File: src/rtl/core/ia_pkg.sv
// ----------------------------------------------------------------------------
// ia_pkg
// shared constants, types and helpers for the integer to ascii converter
// ----------------------------------------------------------------------------
package ia_pkg;

    localparam int VALUE_BITS        = 32;
    localparam int MAX_WIDTH         = 32;
    localparam int IN_BITS           = 32;
    localparam int MIN_WIDTH_W       = 6;
    localparam int REQ_W             = 7;
    localparam int HEX_DEFAULT_WIDTH = 8;

    localparam logic [7:0] CHAR_ZERO = 8'h30;
    localparam logic [7:0] CHAR_A    = 8'h61;

    // bits of the value that take part in the conversion
    localparam int USE_BITS = (VALUE_BITS < IN_BITS) ? VALUE_BITS : IN_BITS;

    // decimal digits needed for the largest value
    function automatic int dec_digits(input int bits);
        logic [63:0] v;
        int          n;
        begin
            v = (64'd1 << bits) - 64'd1;
            n = 0;
            do
            begin
                v = v / 64'd10;
                n = n + 1;
            end
            while (v != 64'd0);
            return n;
        end
    endfunction

    localparam int NDIG  = dec_digits(USE_BITS);
    localparam int BCD_W = 4 * NDIG;
    localparam int WID_W = $clog2(MAX_WIDTH + 1);
    localparam int ND_W  = $clog2(NDIG + 1);
    localparam int CNT_W = (WID_W > ND_W) ? WID_W : ND_W;
    localparam int BIT_W = $clog2(USE_BITS + 1);

    typedef struct packed {
        logic [BCD_W-1:0] digits;   // most significant digit in the top nibble
        logic [CNT_W-1:0] nd;       // true digit count, at least one
        logic [CNT_W-1:0] width;    // effective minimum width
    } conv_res_t;

    function automatic logic [7:0] digit_char(input logic [3:0] d);
        begin
            if (d > 4'd9)
                return CHAR_A + {4'd0, d} - 8'd10;
            else
                return CHAR_ZERO + {4'd0, d};
        end
    endfunction

endpackage

File: src/rtl/core/ia_conv.sv
// ----------------------------------------------------------------------------
// ia_conv
// bit-serial binary to bcd / hex digit converter with leading zero strip
// ----------------------------------------------------------------------------
module ia_conv
(
    input  logic                      clk,
    input  logic                      rst_n,
    input  logic                      start,
    input  logic [ia_pkg::IN_BITS-1:0] value,
    input  logic                      hex_mode,
    input  logic [ia_pkg::MIN_WIDTH_W-1:0] min_width,
    output logic                      idle,
    output logic                      done,
    input  logic                      take,
    output ia_pkg::conv_res_t         res
);

    localparam logic [1:0] C_IDLE  = 2'd0;
    localparam logic [1:0] C_SHIFT = 2'd1;
    localparam logic [1:0] C_ALIGN = 2'd2;
    localparam logic [1:0] C_DONE  = 2'd3;

    logic [1:0]                     state_reg, state_next;
    logic [ia_pkg::USE_BITS-1:0]    val_reg, val_next;
    logic [ia_pkg::BCD_W-1:0]       bcd_reg, bcd_next;
    logic [ia_pkg::BIT_W-1:0]       cnt_reg, cnt_next;
    logic [ia_pkg::CNT_W-1:0]       nd_reg, nd_next;
    logic [ia_pkg::CNT_W-1:0]       width_reg, width_next;
    logic                           hex_reg, hex_next;
    logic [ia_pkg::BCD_W-1:0]       corr;
    logic [ia_pkg::REQ_W-1:0]       req;

    // add-3 correction per digit before each shift, decimal only
    always_comb
    begin
        for (int i = 0; i < ia_pkg::NDIG; i++)
        begin
            if (!hex_reg && bcd_reg[i*4 +: 4] >= 4'd5)
                corr[i*4 +: 4] = bcd_reg[i*4 +: 4] + 4'd3;
            else
                corr[i*4 +: 4] = bcd_reg[i*4 +: 4];
        end
    end

    always_comb
    begin
        req = {1'b0, min_width};
        if (hex_mode && min_width == '0)
            req = ia_pkg::REQ_W'(ia_pkg::HEX_DEFAULT_WIDTH);
        if (req > ia_pkg::REQ_W'(ia_pkg::MAX_WIDTH))
            req = ia_pkg::REQ_W'(ia_pkg::MAX_WIDTH);
    end

    always_comb
    begin
        state_next = state_reg;
        val_next   = val_reg;
        bcd_next   = bcd_reg;
        cnt_next   = cnt_reg;
        nd_next    = nd_reg;
        width_next = width_reg;
        hex_next   = hex_reg;
        unique case (state_reg)
            C_IDLE:
            begin
                if (start)
                begin
                    val_next   = value[ia_pkg::USE_BITS-1:0];
                    bcd_next   = '0;
                    cnt_next   = ia_pkg::BIT_W'(ia_pkg::USE_BITS);
                    hex_next   = hex_mode;
                    width_next = ia_pkg::CNT_W'(req);
                    state_next = C_SHIFT;
                end
            end
            C_SHIFT:
            begin
                bcd_next = {corr[ia_pkg::BCD_W-2:0], val_reg[ia_pkg::USE_BITS-1]};
                val_next = {val_reg[ia_pkg::USE_BITS-2:0], 1'b0};
                cnt_next = cnt_reg - 1'b1;
                if (cnt_reg == ia_pkg::BIT_W'(1))
                begin
                    nd_next    = ia_pkg::CNT_W'(ia_pkg::NDIG);
                    state_next = C_ALIGN;
                end
            end
            C_ALIGN:
            begin
                // strip leading zero digits, keep at least one
                if (bcd_reg[ia_pkg::BCD_W-1 -: 4] == 4'd0 && nd_reg > ia_pkg::CNT_W'(1))
                begin
                    bcd_next = {bcd_reg[ia_pkg::BCD_W-5:0], 4'd0};
                    nd_next  = nd_reg - 1'b1;
                end
                else
                begin
                    state_next = C_DONE;
                end
            end
            C_DONE:
            begin
                if (take)
                    state_next = C_IDLE;
            end
            default:
            begin
                state_next = C_IDLE;
            end
        endcase
    end

    always_ff @(posedge clk or negedge rst_n)
    begin
        if (!rst_n)
        begin
            state_reg <= C_IDLE;
            cnt_reg   <= '0;
        end
        else
        begin
            state_reg <= state_next;
            cnt_reg   <= cnt_next;
        end
    end

    always_ff @(posedge clk)
    begin
        val_reg   <= val_next;
        bcd_reg   <= bcd_next;
        nd_reg    <= nd_next;
        width_reg <= width_next;
        hex_reg   <= hex_next;
    end

    assign idle       = (state_reg == C_IDLE);
    assign done       = (state_reg == C_DONE);
    assign res.digits = bcd_reg;
    assign res.nd     = nd_reg;
    assign res.width  = width_reg;

endmodule

File: src/rtl/core/ia_emit.sv
// ----------------------------------------------------------------------------
// ia_emit
// character sequencer: zero padding, then, unless out_ready stalls, one digit per cycle from the top
// ----------------------------------------------------------------------------
module ia_emit
(
    input  logic              clk,
    input  logic              rst_n,
    input  logic              load,
    input  ia_pkg::conv_res_t res,
    output logic              idle,
    output logic              out_valid,
    input  logic              out_ready,
    output logic [7:0]        character,
    output logic              last_char
);

    logic                     run_reg, run_next;
    logic [ia_pkg::BCD_W-1:0] dig_reg, dig_next;
    logic [ia_pkg::CNT_W-1:0] pad_reg, pad_next;
    logic [ia_pkg::CNT_W-1:0] rem_reg, rem_next;
    logic                     ovalid_reg, ovalid_next;
    logic [7:0]               char_reg, char_next;
    logic                     last_reg, last_next;
    logic                     step;

    assign step = run_reg && (!ovalid_reg || out_ready);

    always_comb
    begin
        run_next    = run_reg;
        dig_next    = dig_reg;
        pad_next    = pad_reg;
        rem_next    = rem_reg;
        char_next   = char_reg;
        last_next   = last_reg;
        ovalid_next = ovalid_reg && !out_ready;
        if (load)
        begin
            run_next = 1'b1;
            dig_next = res.digits;
            rem_next = res.nd;
            pad_next = (res.width > res.nd) ? res.width - res.nd : '0;
        end
        else if (step)
        begin
            ovalid_next = 1'b1;
            if (pad_reg != '0)
            begin
                char_next = ia_pkg::CHAR_ZERO;
                last_next = 1'b0;
                pad_next  = pad_reg - 1'b1;
            end
            else
            begin
                char_next = ia_pkg::digit_char(dig_reg[ia_pkg::BCD_W-1 -: 4]);
                dig_next  = {dig_reg[ia_pkg::BCD_W-5:0], 4'd0};
                rem_next  = rem_reg - 1'b1;
                last_next = (rem_reg == ia_pkg::CNT_W'(1));
                if (rem_reg == ia_pkg::CNT_W'(1))
                    run_next = 1'b0;
            end
        end
    end

    always_ff @(posedge clk or negedge rst_n)
    begin
        if (!rst_n)
        begin
            run_reg    <= 1'b0;
            ovalid_reg <= 1'b0;
        end
        else
        begin
            run_reg    <= run_next;
            ovalid_reg <= ovalid_next;
        end
    end

    always_ff @(posedge clk)
    begin
        dig_reg  <= dig_next;
        pad_reg  <= pad_next;
        rem_reg  <= rem_next;
        char_reg <= char_next;
        last_reg <= last_next;
    end

    assign idle      = !run_reg;
    assign out_valid = ovalid_reg;
    assign character = char_reg;
    assign last_char = last_reg;

endmodule

File: src/rtl/core/int_to_ascii_padded.sv
// ----------------------------------------------------------------------------
// int_to_ascii_padded
// unsigned integer to zero padded decimal or lower-case hex ascii text
// ----------------------------------------------------------------------------
//  channel | signals                             | transaction
//  --------+-------------------------------------+------------------------------
//  in      | in_valid in_ready value hex_mode    | one number to convert
//          | min_width                           |
//  out     | out_valid out_ready character       | one character, msd first
//          | last_char                           |
//
//  conversion shifts one value bit per cycle, then strips leading zero
//  digits (up to 9) until it finds the first digit; the done state hands off
//  to the emitter, which loads the digits and registers the first character
//  in its output register; the emitter then sends one character per cycle
//  while out_ready is high, max(digits, width) of them; in_ready returns
//  after the hand-off, and a busy emitter holds the converter in done
//  out_ready low simply holds the output register; rst_n clears all control
// ----------------------------------------------------------------------------
module int_to_ascii_padded
(
    input  logic                           clk,
    input  logic                           rst_n,
    input  logic                           in_valid,
    output logic                           in_ready,
    input  logic [ia_pkg::IN_BITS-1:0]     value,
    input  logic                           hex_mode,
    input  logic [ia_pkg::MIN_WIDTH_W-1:0] min_width,
    output logic                           out_valid,
    input  logic                           out_ready,
    output logic [7:0]                     character,
    output logic                           last_char
);

    logic              conv_idle;
    logic              conv_done;
    logic              emit_idle;
    logic              handoff;
    ia_pkg::conv_res_t conv_res;

    assign in_ready = conv_idle;
    assign handoff  = conv_done && emit_idle;

    ia_conv u_conv
    (
        .clk       (clk),
        .rst_n     (rst_n),
        .start     (in_valid && in_ready),
        .value     (value),
        .hex_mode  (hex_mode),
        .min_width (min_width),
        .idle      (conv_idle),
        .done      (conv_done),
        .take      (handoff),
        .res       (conv_res)
    );

    ia_emit u_emit
    (
        .clk       (clk),
        .rst_n     (rst_n),
        .load      (handoff),
        .res       (conv_res),
        .idle      (emit_idle),
        .out_valid (out_valid),
        .out_ready (out_ready),
        .character (character),
        .last_char (last_char)
    );

endmodule

File: config.mk
export PLATFORM = sky130hd
export DESIGN_NAME = int_to_ascii_padded
export DESIGN_NICKNAME = d
export VERILOG_FILES = /design/src/rtl/core/ia_pkg.sv /design/src/rtl/core/ia_conv.sv /design/src/rtl/core/ia_emit.sv /design/src/rtl/core/int_to_ascii_padded.sv
export SDC_FILE = /design/constraint.sdc
export NUM_CORES = 1
export LEC_CHECK = 0
export ABC_CLOCK_PERIOD_IN_PS = 7500
export CAP_MARGIN = 20
export CORE_UTILIZATION = 67
export DETAILED_ROUTE_END_ITERATION = 7
export DONT_BUFFER_PORTS = 1
export PLACE_DENSITY = 0.83
export SETUP_SLACK_MARGIN = 0.1
export SLEW_MARGIN = 20
export SYNTH_ARGS = -nofsm -noshare
export SYNTH_HDL_FRONTEND = slang
export SYNTH_SLANG_ARGS = --single-unit
File: constraint.sdc
create_clock -name clk -period 7.5 [get_ports clk]
set_input_delay 1.5 -clock clk [delete_from_list [all_inputs] [get_ports clk]]
set_output_delay 1.5 -clock clk [all_outputs]
set_load 0.005 [all_outputs]
==> reports/results.txt, run 1 <==
Startpoint types - register
GRT Overall Usage - 26.5%
Crit. End Element - output pin
Vias in the first global route - 5261
Syn Std Cell Area - 0.00805 sq mm
Routed WL - 15.4 mm
Worst clock skew - 0.0105 ns
Die width - 112 um
Post-CTS Resized - 0
Synth Area per Inst - 11.4 sq um
Final WS setup - 4.64 ns
Sequential share of the synthesized area - 57.2%
Htree depth - 4
Worst EP required - 6.00 ns
Post-CTS setup repair buffer count - 0
Post-synth top flop - edfxtp_1
Max Cap Viol - 0
Final-stage net count - 790
Area occupied by multi-input gates - 0.00320 sq mm
Total grt overflow - 0
NetSw - 1.29 mW
Core area - 0.0116 sq mm
Yosys reg bits - 155
WP buf/inv - 1
Async S/R FF share, synth - 6.45%
Post-synth EDFFs - 145
Reg area - 0.00460 sq mm
Least-Margin Pin Slew - 0.991 ns
Filler Cell Count - 686
Pin count of the biggest net entering global routing - 51
Count of antenna-violating nets left after detailed routing - 0
Hpwl dp - 9.70 mm
CP Depth - 2
Cell Chain, Critical Path - inv_1, ha_1
Vias per inst - 6.13
Worst path top cell family by delay - flip-flops
Setup violators final - 0
Num CTS Buffers - 17
Drt pass-1 iters - 7
Synthesis Warnings - 0
Final GP Congestion - 0.805
Most common cell after layout, fill and taps aside - edfxtp_1
Tcrit/Tclk final - 38.1%
Power, Total - 3.64 mW
Comb power frac - 32.8%
Min Tclk post-route - 2.86 ns
TNS Setup - 0 ns
DRC - 2
Count of final max-slew check failures - 0
Initial antenna violation count - 0
Pwr dens - 412 mW/mm^2
Full die area - 0.0125 sq mm
Worst reg2reg endpoint - u_conv.bcd_reg[35]$_SDFFCE_PN0P_
Clock Sinks - 155
Worst Hold Path EP - u_emit.dig_reg[19]$_DFFE_PP_
CTS Hold Bufs - 0
Hold path cells - 2
Worst R2R Start - u_conv.state_reg[0]$_DFFE_PN0P_
Slowest CP cell - dfrtp_1
Clock root cell - clkbuf_16
IO Count - 54
Die Y-Extent - 112 um
Worst-path fanout max - 6
Lkg Pwr - 3.35 nW
Pre-CTS WS - 4.39 ns
Row count - 39
Clock power frac - 24.5%
Failing checks - DRC
Relative slew slack - 33.7%
First-pass GRT wire length - 25.5 mm
Mapped Cells - 709
Starting Density - 69.6%
Hold Crit Start - u_emit.dig_reg[15]$_DFFE_PP_
Critical path's largest stage delay - 0.46 ns
Share of cells above drive strength 1 - 12.7%
Max Root-Sink Buffers - 2
CTS tree - done
Path depth of the worst reg2reg path - 5
Seq pwr share - 42.7%
Unrepaired setup endpoints after global routing - false
Crit Path Class - reg -> out
WL/cell - 17.9 um
Max frequency - 350 MHz
Ant diodes - 0
Int Power - 2.36 mW
Initial drt markers - 423
Most frequent cells in the layout - 145 x edfxtp_1, 111 x nand2_1, 73 x o21ai_0, 43 x inv_1, 40 x ha_1
Final hold violations - 0
Peak VDD IR - 0.000377 V
Outcome - complete, but fails checks
Worst-Skew Late Latency - 0.43 ns
Via count - 5276
Worst Hold Class - reg -> reg
Syn Nets - 794
WP data arrival - 1.36 ns
Number of I/O port buffers - 0
Yosys cell types - 47
Clock transition at path regs - 0.07 ns
R2R Setup Slk - 4.91 ns
Switching share of power - 35.3%
Area grow syn2layout - 9.70%
## worst max path at each step
| stage | end | from | slack (ns) |
|---|---|---|---|
| 2_1_floorplan | u_emit.dig_reg[0]$_SDFFCE_PN0P_ | out_ready | 2.03 |
| 5_1_grt | in_ready | u_conv.state_reg[0]$_DFFE_PN0P_ | 4.55 |
| 4_1_cts | u_conv.val_reg[29]$_DFFE_PP_ | u_conv.state_reg[1]$_DFFE_PN0P_ | 4.39 |
| 3_3_place_gp | u_conv.val_reg[18]$_DFFE_PP_ | u_conv.state_reg[1]$_DFFE_PN0P_ | 4.53 |
| 6_report | in_ready | u_conv.state_reg[0]$_DFFE_PN0P_ | 4.64 |
| 3_5_place_dp | u_conv.val_reg[29]$_DFFE_PP_ | u_conv.state_reg[1]$_DFFE_PN0P_ | 4.39 |
## metal layers
| layer | vias up | GRT usage, % | share of wire [%] | routed length [um] |
|---|---|---|---|---|
| li1 | 2509 | - | - | - |
| met1 | 2555 | 33.8 | 42 | 6460 |
| met2 | 184 | 43.6 | 50 | 7760 |
| met3 | 28 | 6.31 | 5.9 | 906 |
| met4 | 0 | 11.1 | 1.9 | 297 |
| met5 | - | 0 | 0 | 0 |
## synth_stat cells, types with 13 or more instances
| master | count | share of area, % |
|---|---|---|
| inv_1 | 44 | 2.1 |
| clkbuf_1 | 23 | 1.1 |
| xnor2_1 | 29 | 3.2 |
| nand2_1 | 111 | 5.2 |
| nand2b_1 | 16 | 1.2 |
| nor3_1 | 13 | 0.81 |
| nor2_1 | 36 | 1.7 |
| mux2_2 | 32 | 4.5 |
| edfxtp_1 | 145 | 54 |
| ha_1 | 41 | 6.4 |
| a21oi_1 | 29 | 1.8 |
| o21ai_0 | 74 | 4.6 |
## power groups by stage
stage	clock network [mW]	registers, mW	logic [mW]
finish	0.893	1.56	1.19
global route	0.930	1.59	1.32
CTS	0.893	1.56	1.17
detailed placement	0	1.57	1.15
global placement	0	1.55	1.08
floorplan	0	1.51	0.907
## worst min-delay path: cells and delay by family (launching register included)
family,cells,cell delay (ns)
simple gates,2,0.09
flops,1,0.32
## kinds of logic after synthesis
group / share of synthesized area, %
buffers and inverters: 3.53
and+or+nand+nor: 13.0
adders and majority gates: 6.62
other: 0.0466
DFF: 57.2
xor gates and xnor gates: 3.92
AOI/OAI and AO/OA: 9.87
muxes: 5.86
## stage by stage
| stage | hold slack, ns | cells | instance area, sq um | utilization [%] |
|---|---|---|---|---|
| floorplan | 0.491 | 709 | 8050 | - |
| global placement | 0.499 | 827 | 8180 | 70.7 |
| detailed placement | 0.502 | 827 | 8180 | 70.7 |
| CTS | 0.519 | 859 | 8790 | 76.0 |
| global route | 0.548 | 861 | 8830 | 76.4 |
| finish | 0.516 | 861 | 8830 | 76.4 |
## cell type report
cell class / instances / share of cell area (%)
Clock inverter: 15 / 2.11
Timing Repair Buffer: 7 / 0.765
Inverter: 44 / 1.87
Multi-Input combinational cell: 480 / 36.3
Clock buffer: 17 / 4.82
Sequential cell: 155 / 52.1
Tap cell: 143 / 2.03
Power figures use the tool's default switching activity.
==> inputs of run 2 (changes only) <==
--- a/config.mk
+++ b/config.mk
@@ -5,12 +5,12 @@
 export SDC_FILE = /design/constraint.sdc
 export NUM_CORES = 1
 export LEC_CHECK = 0
-export ABC_CLOCK_PERIOD_IN_PS = 7500
+export ABC_CLOCK_PERIOD_IN_PS = 2540
 export CAP_MARGIN = 20
-export CORE_UTILIZATION = 67
+export CORE_UTILIZATION = 58
 export DETAILED_ROUTE_END_ITERATION = 7
 export DONT_BUFFER_PORTS = 1
-export PLACE_DENSITY = 0.83
+export PLACE_DENSITY = 0.76
 export SETUP_SLACK_MARGIN = 0.1
 export SLEW_MARGIN = 20
 export SYNTH_ARGS = -nofsm -noshare
==> constraint.sdc (replaced) <==
create_clock -name clk -period 2.54 [get_ports clk]
set_input_delay 0.508 -clock clk [delete_from_list [all_inputs] [get_ports clk]]
set_output_delay 0.508 -clock clk [all_outputs]
set_load 0.005 [all_outputs]
==> run 2 against run 1 <==
Effect of this change: the flow now finishes without violations; first-iteration DRC count decreased by 19%; clock power increased to 2.6 times the previous value; power increased to 2.9 times the previous value; cell count increased by 4.2%; clock-buffer cell count increased by 3; flip-flop and latch count unchanged; critical path depth increased by 6; combinational power increased to 3.0 times the previous value; worst setup slack got worse by 4.2 ns; non-clock buffer count increased by 3; sequential share of layout area decreased by 0.23 points; critical endpoint is now u_emit.pad_reg[5]$_DFFE_PP_; worst hold slack got worse by 0.34 ns.
==> reports/results.txt, run 2 (synthesis gave the netlist of run 1 again) <==
Outcome - completed
Area after DPL - 0.00831 sq mm (+1.6%)
Hold path cells - 0 (-2)
Cell count after placement - 864 (+4.5%)
DRC - 0 (-2)
Die Y-Extent - 120 um (+7.3%)
Most frequent cells in the layout - 145 x edfxtp_1, 111 x nand2_1, 72 x o21ai_0, 44 x inv_1, 39 x ha_1
WP buf/inv - 1 (unchanged)
Ant diodes - 0 (unchanged)
Relative slew slack - 47.4% (+14 points)
TNS Setup - 0 ns (unchanged)
Total grt overflow - 0 (unchanged)
WP data arrival - 2.30 ns (+0.94 ns)
Post-CTS setup repair buffer count - 0 (unchanged)
Final hold violations - 0 (unchanged)
CTS tree - done
GRT Overall Usage - 22.4% (-4.1 points)
Full die area - 0.0144 sq mm (+15%)
Clock transition at path regs - 0.06 ns (about the same)
Pwr dens - 1180 mW/mm^2 (+190%)
Startpoint types - register
Worst-path fanout max - 6 (unchanged)
Crit. End Element - register
Pin count of the biggest net entering global routing - 57 (+12%)
Initial antenna violation count - 0 (unchanged)
Final-stage net count - 793 (+0.38%)
Clock Sinks - 155 (unchanged)
Lkg Pwr - 3.34 nW (-0.15%)
Crit Path Class - reg -> reg
Worst EP required - 2.70 ns (-3.30 ns)
Count of antenna-violating nets left after detailed routing - 0 (unchanged)
Count of final max-slew check failures - 0 (unchanged)
Peak VDD IR - 0.000780 V (+110%)
Tcrit/Tclk final - 84.3%
Path depth of the worst reg2reg path - 8 (+3)
Hpwl dp - 9.79 mm (+0.92%)
Max Root-Sink Buffers - 2 (unchanged)
Max Cap Viol - 0 (unchanged)
WL/cell - 16.5 um (-8.0%)
Slowest CP cell - edfxtp_1
First-pass GRT wire length - 24.7 mm (-3.2%)
Filler Cell Count - 991 (+44%)
Worst reg2reg endpoint - u_emit.pad_reg[5]$_DFFE_PP_
Non-filler cells, final - 897 (+4.2%)
Via count - 5201 (-1.4%)
R2R Setup Slk - 0.40 ns (-4.51 ns)
Number of I/O port buffers - 0 (unchanged)
Max frequency - 467 MHz
Pre-CTS WS - 0.413 ns (-3.98 ns)
Most common cell after layout, fill and taps aside - edfxtp_1
Final Cell Area - 0.00887 sq mm (+0.44%)
Share of cells above drive strength 1 - 12.9% (+0.22 points)
Worst R2R Start - u_conv.nd_reg[0]$_SDFFCE_PN0P_
Worst Hold Path EP - u_conv.hex_reg$_DFFE_PP_
Clock root cell - clkbuf_16
Hold Crit Start - hex_mode
Worst Hold Class - in -> reg
Least-Margin Pin Slew - 0.780 ns (-0.211 ns)
Setup violators final - 0 (unchanged)
Initial drt markers - 342 (-19%)
Routed WL - 14.8 mm (-4.2%)
Num CTS Buffers - 17 (unchanged)
Area grow syn2layout - 10.2%
Row count - 42 (+7.7%)
Critical path's largest stage delay - 0.42 ns (-0.04 ns)
Htree depth - 4 (unchanged)
Worst-Skew Late Latency - 0.43 ns (about the same)
Worst path top cell family by delay - compound AO/OA/AOI/OAI gates
Die width - 120 um (+7.3%)
Vias in the first global route - 5216 (-0.86%)
Final GP Congestion - 0.820 (+1.8%)
Core area - 0.0134 sq mm (+16%)
Min Tclk post-route - 2.14 ns
Starting Density - 60.1% (-9.5 points)
IO Count - 54 (unchanged)
Vias per inst - 5.80 (-5.4%)
Power, Total - 10.5 mW (+190%)
Cell Chain, Critical Path - ha_1, inv_1, fa_1, a21oi_1, nor2b_1, o21ai_0, a211o_1, o32ai_1
Unrepaired setup endpoints after global routing - false
Drt pass-1 iters - 5 (-2)
Final WS setup - 0.399 ns (-4.24 ns)
Worst clock skew - 0.00842 ns (-0.00212 ns)
## run 2: worst max-delay path by stage
| stage | to | cells past startpoint | from | slack, ns |
|---|---|---|---|---|
| floorplan | u_conv.bcd_reg[0]$_SDFFCE_PN0P_ | 5 | u_conv.nd_reg[0]$_SDFFCE_PN0P_ | 0.04 |
| global placement | u_conv.nd_reg[5]$_SDFFCE_PN0P_ | 6 | u_conv.cnt_reg[1]$_DFFE_PN0P_ | 0.51 |
| detailed placement | u_conv.cnt_reg[5]$_DFFE_PN0P_ | 7 | u_conv.state_reg[1]$_DFFE_PN0P_ | 0.41 |
| CTS | u_conv.cnt_reg[5]$_DFFE_PN0P_ | 7 | u_conv.state_reg[1]$_DFFE_PN0P_ | 0.40 |
| global route | u_emit.pad_reg[3]$_DFFE_PP_ | 8 | u_conv.nd_reg[0]$_SDFFCE_PN0P_ | 0.22 |
| finish | u_emit.pad_reg[5]$_DFFE_PP_ | 8 | u_conv.nd_reg[0]$_SDFFCE_PN0P_ | 0.40 |
## run 2: timing repair
action                    4_1_cts  5_1_grt
resized for setup               0        0
hold endpoints to repair       10        0
hold buffers                    1        0
## run 2: report_power, final
group          internal, mW  leakage (nW)  switching, mW  total [mW]
Sequential             3.95          1.50          0.603        4.56
Clock                  1.36         0.259          0.977        2.34
Combinational          1.48          1.58           2.08        3.57
## run 2: cell type report
class | instances | area, sq um | share of cell area (%)
flip-flops and latches | 155 | 4600 | 51.9
multi-input cells | 480 | 3210 | 36.1
clock buffers | 20 | 447 | 5.04
well taps | 176 | 220 | 2.48
inverters | 44 | 165 | 1.86
repair buffers | 10 | 128 | 1.44
clock inverters | 12 | 101 | 1.14
## run 2: through the flow
step | utilization (%) | hold slack [ns]
global route | 66.2 | 0.155
global placement | 62.0 | 0.213
finish | 66.2 | 0.173
CTS | 66.2 | 0.159
floorplan | - | 0.212
detailed placement | 62.0 | 0.213
## run 2: per-layer routing
layer  share of wire (%)  track usage, %  up-vias
met5                   0               0        -
met4                 1.6            8.36        0
met3                 4.8            6.08       22
met2                  49            37.0      154
met1                  45            28.1     2505
li1                    -               -     2520
